[config.mk]
export PLATFORM = sky130hd
export DESIGN_NAME = framed_byte_stream_parser
export DESIGN_NICKNAME = d
export VERILOG_FILES = /design/src/hdl/fbsp_pkg.sv /design/src/hdl/fbsp_frame_mem.sv /design/src/hdl/framed_byte_stream_parser.sv
export SDC_FILE = /design/constraint.sdc
export NUM_CORES = 1
export LEC_CHECK = 0
export ABC_CLOCK_PERIOD_IN_PS = 3800
export BUFFER_PORTS_ARGS = -buffer_cell sky130_fd_sc_hd__buf_4
export CAP_MARGIN = 25
export CORE_ASPECT_RATIO = 0.8
export CORE_MARGIN = 3
export CORE_UTILIZATION = 62
export CTS_CLUSTER_SIZE = 25
export DETAILED_ROUTE_END_ITERATION = 7
export PLACE_DENSITY = 0.85
export SYNTH_ARGS = -nofsm -noshare
export SYNTH_HDL_FRONTEND = slang
export SYNTH_SLANG_ARGS = --single-unit
[constraint.sdc]
create_clock -name clk -period 3.8 [get_ports clk]
set_input_delay 0.76 -clock clk [delete_from_list [all_inputs] [get_ports clk]]
set_output_delay 0.76 -clock clk [all_outputs]
set_load 0.01 [all_outputs]
[src/hdl/fbsp_pkg.sv]
package fbsp_pkg;

	// byte and length widths fixed by the serial format
	localparam int BYTE_W   = 8;
	localparam int LEN_W    = 8;
	localparam int FLEN_W   = 6;
	localparam int STATUS_W = 2;
	localparam int PHASE_W  = 3;

	// register indexes of the configuration port
	localparam logic CFG_START = 1'b0;
	localparam logic CFG_END   = 1'b1;

	localparam logic [BYTE_W-1:0] START_RST = 8'hAA;
	localparam logic [BYTE_W-1:0] END_RST   = 8'h55;

	// parser phases
	localparam logic [PHASE_W-1:0] PH_HUNT  = 3'd0;
	localparam logic [PHASE_W-1:0] PH_LEN   = 3'd1;
	localparam logic [PHASE_W-1:0] PH_DATA  = 3'd2;
	localparam logic [PHASE_W-1:0] PH_SUM   = 3'd3;
	localparam logic [PHASE_W-1:0] PH_END   = 3'd4;
	localparam logic [PHASE_W-1:0] PH_DRAIN = 3'd5;

	// result status codes
	localparam logic [STATUS_W-1:0] ST_OK      = 2'd0;
	localparam logic [STATUS_W-1:0] ST_LEN_ERR = 2'd1;
	localparam logic [STATUS_W-1:0] ST_SUM_ERR = 2'd2;
	localparam logic [STATUS_W-1:0] ST_END_ERR = 2'd3;

	typedef struct packed {
		logic [STATUS_W-1:0] status;
		logic [FLEN_W-1:0]   frame_length;
		logic                data_valid;
		logic [BYTE_W-1:0]   payload_byte;
		logic                last;
	} result_t;

endpackage

[src/hdl/fbsp_frame_mem.sv]
module fbsp_frame_mem
	import fbsp_pkg::*;
#(
	parameter int DEPTH  = 32,
	parameter int ADDR_W = 5
) (
	input  logic              clk,
	input  logic              wr_en,
	input  logic [ADDR_W-1:0] wr_addr,
	input  logic [BYTE_W-1:0] wr_data,
	input  logic              rd_en,
	input  logic [ADDR_W-1:0] rd_addr,
	output logic [BYTE_W-1:0] rd_data
);

	logic [BYTE_W-1:0] mem [DEPTH];
	logic [BYTE_W-1:0] rd_data_q;

	always_ff @(posedge clk) begin
		if (wr_en) begin
			mem[wr_addr] <= wr_data;
		end
	end

	// registered read; hold the word until the next read
	always_ff @(posedge clk) begin
		if (rd_en) begin
			rd_data_q <= mem[rd_addr];
		end
	end

	assign rd_data = rd_data_q;

endmodule

[src/hdl/framed_byte_stream_parser.sv]
// Framed byte stream parser.
//
// Input channel: one received byte per item on rx_byte (in_valid / in_stall).
// Frame format: start marker, length byte, payload bytes, 8-bit wrapping sum
// of the payload, end marker. Bytes outside a frame are dropped silently.
// Output channel (out_valid / out_stall): status, frame_length, data_valid,
// payload_byte and last, held in an output register.
// Results: a single-result item (length error, checksum error, end byte
// error, empty good frame) shows its result in the cycle after the byte that
// closes it is accepted. A good frame's payload bytes are replayed from the
// frame buffer after the end marker, each byte passing the buffer read register
// and the output register, one byte per cycle unless the receiver stalls.
// Throughput: one byte per cycle while parsing; the input is stalled during a
// drain, and whenever the output register is full and the receiver stalls.
// The frame buffer is a single synchronous memory (one write, one read port,
// registered read); writes happen only while collecting payload and reads only
// while draining, so the two never touch the same entry at once.
// Reset: parser hunts for the start marker, markers return to 0xAA and 0x55,
// output register empties. The buffer is not cleared; every entry that is
// read back was written by the current frame.
module framed_byte_stream_parser
	import fbsp_pkg::*;
#(
	parameter int MAX_FRAME_BYTES = 32
) (
	input  logic                clk,
	input  logic                arst_n,
	// byte input
	input  logic                in_valid,
	output logic                in_stall,
	input  logic [BYTE_W-1:0]   rx_byte,
	// results
	output logic                out_valid,
	input  logic                out_stall,
	output logic [STATUS_W-1:0] status,
	output logic [FLEN_W-1:0]   frame_length,
	output logic                data_valid,
	output logic [BYTE_W-1:0]   payload_byte,
	output logic                last,
	// configuration
	input  logic                cfg_we,
	input  logic                cfg_index,
	input  logic [BYTE_W-1:0]   cfg_data
);

	localparam int ADDR_W = (MAX_FRAME_BYTES > 1) ? $clog2(MAX_FRAME_BYTES) : 1;
	localparam logic [LEN_W-1:0] MAX_LEN = LEN_W'(MAX_FRAME_BYTES);

	// configuration registers
	logic [BYTE_W-1:0] start_q, end_q;

	// parser state
	logic [PHASE_W-1:0] phase_q, phase_d;
	logic [LEN_W-1:0]   len_q, len_d;
	logic [LEN_W-1:0]   pos_q, pos_d;
	logic [BYTE_W-1:0]  sum_q, sum_d;

	// drain control
	logic [LEN_W-1:0]   rd_idx_q;
	logic               rd_pend_q;
	logic               rd_last_q;
	logic               rd_issue;
	logic               drain_load;
	logic [BYTE_W-1:0]  rd_data;

	// output register
	logic               out_valid_q;
	result_t            out_q;
	logic               out_free;
	logic               in_acc;
	logic               res_load;
	result_t            res_d;
	logic               mem_we;
	logic [LEN_W-1:0]   pos_inc;

	assign out_free = !out_valid_q || !out_stall;
	// take no byte while draining or while a result could not be stored
	assign in_stall = (phase_q == PH_DRAIN) || !out_free;
	assign in_acc   = in_valid && !in_stall;

	always_ff @(posedge clk or negedge arst_n) begin
		if (!arst_n) begin
			start_q <= START_RST;
			end_q   <= END_RST;
		end else if (cfg_we) begin
			case (cfg_index)
				CFG_START: start_q <= cfg_data;
				CFG_END:   end_q   <= cfg_data;
				default:   start_q <= start_q;
			endcase
		end
	end

	assign pos_inc = pos_q + LEN_W'(1);

	// byte parser: next phase and any single result
	always_comb begin
		phase_d  = phase_q;
		len_d    = len_q;
		pos_d    = pos_q;
		sum_d    = sum_q;
		res_load = 1'b0;
		res_d    = '{status: ST_OK, frame_length: '0, data_valid: 1'b0,
			payload_byte: '0, last: 1'b1};
		mem_we   = 1'b0;
		if (in_acc) begin
			case (phase_q)
				PH_HUNT: begin
					if (rx_byte == start_q) begin
						phase_d = PH_LEN;
					end
				end
				PH_LEN: begin
					if (LEN_W'(rx_byte) <= MAX_LEN) begin
						len_d   = LEN_W'(rx_byte);
						pos_d   = '0;
						sum_d   = '0;
						phase_d = (rx_byte == '0) ? PH_SUM : PH_DATA;
					end else begin
						res_load     = 1'b1;
						res_d.status = ST_LEN_ERR;
						phase_d      = PH_HUNT;
					end
				end
				PH_DATA: begin
					mem_we = 1'b1;
					pos_d  = pos_inc;
					sum_d  = sum_q + rx_byte;
					if (pos_inc >= len_q) begin
						phase_d = PH_SUM;
					end
				end
				PH_SUM: begin
					if (rx_byte == sum_q) begin
						phase_d = PH_END;
					end else begin
						res_load           = 1'b1;
						res_d.status       = ST_SUM_ERR;
						res_d.frame_length = len_q[FLEN_W-1:0];
						phase_d            = PH_HUNT;
					end
				end
				PH_END: begin
					phase_d = PH_HUNT;
					if (rx_byte != end_q) begin
						res_load           = 1'b1;
						res_d.status       = ST_END_ERR;
						res_d.frame_length = len_q[FLEN_W-1:0];
					end else if (len_q == '0) begin
						res_load = 1'b1;
					end else begin
						// replay the payload from the buffer
						phase_d = PH_DRAIN;
					end
				end
				default: begin
					phase_d = PH_HUNT;
				end
			endcase
		end else if (phase_q == PH_DRAIN) begin
			if (drain_load && rd_last_q) begin
				phase_d = PH_HUNT;
			end
		end else if (phase_q > PH_DRAIN) begin
			phase_d = PH_HUNT;
		end
	end

	// drain: one read in flight, advance when the output register frees up
	assign drain_load = rd_pend_q && out_free;
	assign rd_issue   = (phase_q == PH_DRAIN) && (rd_idx_q < len_q) &&
		(!rd_pend_q || drain_load);

	always_ff @(posedge clk or negedge arst_n) begin
		if (!arst_n) begin
			phase_q   <= PH_HUNT;
			len_q     <= '0;
			pos_q     <= '0;
			sum_q     <= '0;
			rd_idx_q  <= '0;
			rd_pend_q <= 1'b0;
			rd_last_q <= 1'b0;
		end else begin
			phase_q <= phase_d;
			len_q   <= len_d;
			pos_q   <= pos_d;
			sum_q   <= sum_d;
			if (phase_q != PH_DRAIN) begin
				rd_idx_q  <= '0;
				rd_pend_q <= 1'b0;
				rd_last_q <= 1'b0;
			end else if (rd_issue) begin
				rd_idx_q  <= rd_idx_q + LEN_W'(1);
				rd_pend_q <= 1'b1;
				rd_last_q <= (rd_idx_q == len_q - LEN_W'(1));
			end else if (drain_load) begin
				rd_pend_q <= 1'b0;
			end
		end
	end

	fbsp_frame_mem #(
		.DEPTH  (MAX_FRAME_BYTES),
		.ADDR_W (ADDR_W)
	) u_mem (
		.clk     (clk),
		.wr_en   (mem_we),
		.wr_addr (pos_q[ADDR_W-1:0]),
		.wr_data (rx_byte),
		.rd_en   (rd_issue),
		.rd_addr (rd_idx_q[ADDR_W-1:0]),
		.rd_data (rd_data)
	);

	// output register: hold while stalled, load a parser or drain result
	always_ff @(posedge clk or negedge arst_n) begin
		if (!arst_n) begin
			out_valid_q <= 1'b0;
		end else if (res_load || drain_load) begin
			out_valid_q <= 1'b1;
		end else if (!out_stall) begin
			out_valid_q <= 1'b0;
		end
	end

	always_ff @(posedge clk) begin
		if (res_load) begin
			out_q <= res_d;
		end else if (drain_load) begin
			out_q <= '{status: ST_OK, frame_length: len_q[FLEN_W-1:0],
				data_valid: 1'b1, payload_byte: rd_data, last: rd_last_q};
		end
	end

	assign out_valid    = out_valid_q;
	assign status       = out_q.status;
	assign frame_length = out_q.frame_length;
	assign data_valid   = out_q.data_valid;
	assign payload_byte = out_q.payload_byte;
	assign last         = out_q.last;

	// no byte is taken while the buffer is replayed
	a_drain_blocks_input: assert property (@(posedge clk) disable iff (!arst_n)
		(phase_q == PH_DRAIN) |-> in_stall)
		else $error("input accepted during drain");

	// a buffer read is only ever in flight while draining
	a_read_in_drain: assert property (@(posedge clk) disable iff (!arst_n)
		rd_pend_q |-> (phase_q == PH_DRAIN))
		else $error("buffer read outside drain");

	// payload results belong to good frames only
	a_payload_is_ok: assert property (@(posedge clk) disable iff (!arst_n)
		(out_valid_q && out_q.data_valid) |-> (out_q.status == ST_OK))
		else $error("payload byte with error status");

	// parser and drain never load the output register together
	a_single_source: assert property (@(posedge clk) disable iff (!arst_n)
		!(res_load && drain_load))
		else $error("two result sources in one cycle");

endmodule
==> impl_metrics.json <==
{
  "max_slew_margin_pct": 52.13,
  "p_int_mw": 6.455,
  "diodes": 0,
  "ios": 42,
  "clock.fmax_mhz": 329.1,
  "areaGrowthSynthToFinish_pct": 13.92,
  "placedInstanceArea_um2": 15190,
  "ys_ff_latch": 336,
  "synth.top_cells.by_area": "edfxtp_1 (57%), mux4_2 (13%), dfrtp_1 (8.1%), ha_1 (2.6%), mux2_2 (2.0%)",
  "cap_violations": 0,
  "yosysTopAreaCell": "edfxtp_1",
  "holdBufCountCts": 0,
  "clk_pin_slew_ns": 0.07,
  "grt_pass1_vias": 8004,
  "grt_remaining_overflow": 0,
  "synth_edf_count": 272,
  "grt_pass1_wl_um": 48700,
  "yosysMostFrequentCell": "edfxtp_1",
  "r2r-start": "pos_q[2]",
  "routabilityCongestion": 0.8385,
  "rsz0062_at_grt": "no",
  "cts.path.max_buffers": 3,
  "crit_end": "phase_q[0]",
  "start_util_pct": 64.49,
  "grt_max_degree": 69,
  "coreArea_um2": 22100,
  "hold_viol_final": 0,
  "synthArstFlopShare_pct": 16.07,
  "startpoint": "pos_q[2]",
  "worstReg2RegEnd": "phase_q[0]",
  "htree_levels": 1,
  "leakage_nw": 5.555,
  "max_stage_delay_ns": 0.55,
  "yosysWarnings": 0,
  "cts-resized-gates": 0,
  "end_kind": "register",
  "period_share_pct": 79.95,
  "pwr-share-clk_pct": 36.5,
  "antenna_found_initial": 0,
  "crit_path_start_kind": "register",
  "vias": 8119,
  "drt-initial-drc-count": 954,
  "drtAntennaViolNets": 0,
  "synth_common_cells": "edfxtp_1 (272), mux4_2 (80), nand2_1 (63), nor2_1 (60), dfrtp_1 (46)",
  "drc": 0,
  "p_total_mw": 8.673,
  "p_seq_share_pct": 50.4,
  "tightest_slew_ns": 0.7181,
  "drt-wirelength-per-cell_um": 25.14,
  "hold_ws_ns": 0.2402,
  "peakVddDrop_mv": 0.4398,
  "cts_made_buffers": 31,
  "crit_path_top_delay_cell": "a211oi_1",
  "cts_num_sinks": 336,
  "cpMostUsedCell": "nand3_1",
  "ys_types": 54,
  "final.setup.tns_ns": 0,
  "crit_fanout": 13,
  "p_sw_share_pct": 25.57,
  "arrival_ns": 3.50,
  "worstRegToRegCells": 8,
  "seq_area_frac_synth_pct": 68.26,
  "combPwrFrac_pct": 13.0,
  "die_h_um": 141.6,
  "clockRootBuffer": "clkbuf_16",
  "crit_path_cell_trace": "nand3_1 -> nor3_1 -> nand3_1 -> xnor2_1 -> ha_1 -> nand4_1 -> a211oi_1 -> mux2_2",
  "p_switching_mw": 2.218,
  "fin_crit_ns": 3.038,
  "drt-total-wl_um": 31880,
  "status": "finished clean",
  "report.final.slew_viol_count": 0,
  "clk_latency_ns": 0.58,
  "port_buffers": 41,
  "setup.worst_path.class": "reg2reg",
  "synth_nets": 904,
  "r2r_setup_slack_ns": 0.76,
  "fin_util_pct": 73.47,
  "synth_top_area_share_pct": 57.30,
  "cts_tree": "done",
  "setup-violations-final": 0,
  "post-route-cell-area_um2": 16240,
  "die_w_um": 175.5,
  "hold_class": "in2async",
  "p_per_area_nw_per_um2": 534.1,
  "dp_hpwl_um": 20310,
  "synth_cells": 851,
  "cp.required_ns": 4.26,
  "first_pass_iters": 5,
  "ys_dominant_reg_cell": "edfxtp_1",
  "vias_per_cell": 6.403,
  "final_layout_size_suffix_gt1_share_pct": 27.48,
  "track_usage_pct": 26.46,
  "dieArea_um2": 24860,
  "clock_skew_ns": 0.01895,
  "avgSynthCellArea_um2": 16.75,
  "placement_rows": 48,
  "nNetsFinal": 997,
  "cts_setup_buffers": 0,
  "syn_area_um2": 14250
}
-- worst min-delay path by stage --
stage                                 end  slack (ns)  cells after the start
after floorplan                  sum_q[2]        0.45                      2
after global placement    payload_byte[3]        0.44                      2
after detailed placement  payload_byte[6]        0.45                      2
after CTS                     rd_idx_q[0]        0.26                      1
after global routing            out_valid        0.28                      1
final                         rd_idx_q[3]        0.24                      1
-- power groups by stage --
stage	clock network (mW)	logic, mW	registers, mW
3_5_place_dp	0	1.08	4.44
5_1_grt	3.35	1.23	4.40
6_report	3.17	1.13	4.38
4_1_cts	3.20	1.12	4.37
3_3_place_gp	0	1.04	4.43
2_1_floorplan	0	0.700	4.41
-- flip-flops by register name, indices dropped and copies added, names as in the netlist, 6 cells and up --
register       cells
end_q              8
frame_length       6
len_q              8
payload_byte       8
pos_q              8
rd_idx_q           8
start_q            8
sum_q              8
u_mem.mem        256
u_mem.rd_data      8
-- per-stage QoR --
stage               setup slack, ns  instances
floorplan                     1.152        851
global placement             0.6287       1211
detailed placement           0.5503       1211
CTS                          0.8229       1268
global route                 0.5279       1268
finish                       0.7618       1268
-- cells in the final DEF, fill, tap and decap left out, types with 7 or more instances in the layout --
cell,count
edfxtp_1,272
buf_4,90
mux4_2,80
nand2_1,63
nor2_1,60
dfrtp_1,44
xnor2_1,32
clkbuf_16,31
ha_1,30
a21oi_1,28
mux2_2,25
o21ai_0,23
nand3_1,20
inv_1,18
nor3_1,13
xor2_1,12
dfxtp_1,10
nand4_1,9
clkinv_2,8
dfstp_2,8
and2_1,7
-- cell families (layout without fill, tap and decap cells) --
| family | after synthesis | count (layout) | share of synthesized area, % |
|---|---|---|---|
| xor+xnor | 44 | 44 | 2.704 |
| simple gates | 197 | 197 | 6.364 |
| fa+ha+maj | 31 | 31 | 2.774 |
| flops | 336 | 336 | 68.26 |
| buf+inv | 51 | 168 | 1.624 |
| compound gates | 86 | 86 | 3.590 |
| mux | 106 | 106 | 14.69 |
-- worst max-delay path, delay by kind of cell (launching register included) --
kind | cells | cell delay, ns
fa+ha+maj | 1 | 0.30
flops | 1 | 0.53
xor+xnor | 1 | 0.17
mux | 1 | 0.40
simple gates | 4 | 0.96
compound gates | 1 | 0.55
-- layout make-up --
type | instances | area (um2)
clock buffer | 32 | 789.5
clock inverter | 25 | 259.0
fill | 1300 | 5863
inverter | 19 | 71.32
multi-input combinational | 464 | 4293
sequential | 336 | 9734
tap | 300 | 375.4
timing repair buffer | 92 | 715.7
-- metal layers --
layer / global-route usage [%] / wire length (um)
met2: 39.23 / 14430
met5: 0 / 0
met1: 39.95 / 13080
met3: 6.581 / 3490
met4: 7.830 / 871
Power figures use the tool's default switching activity.
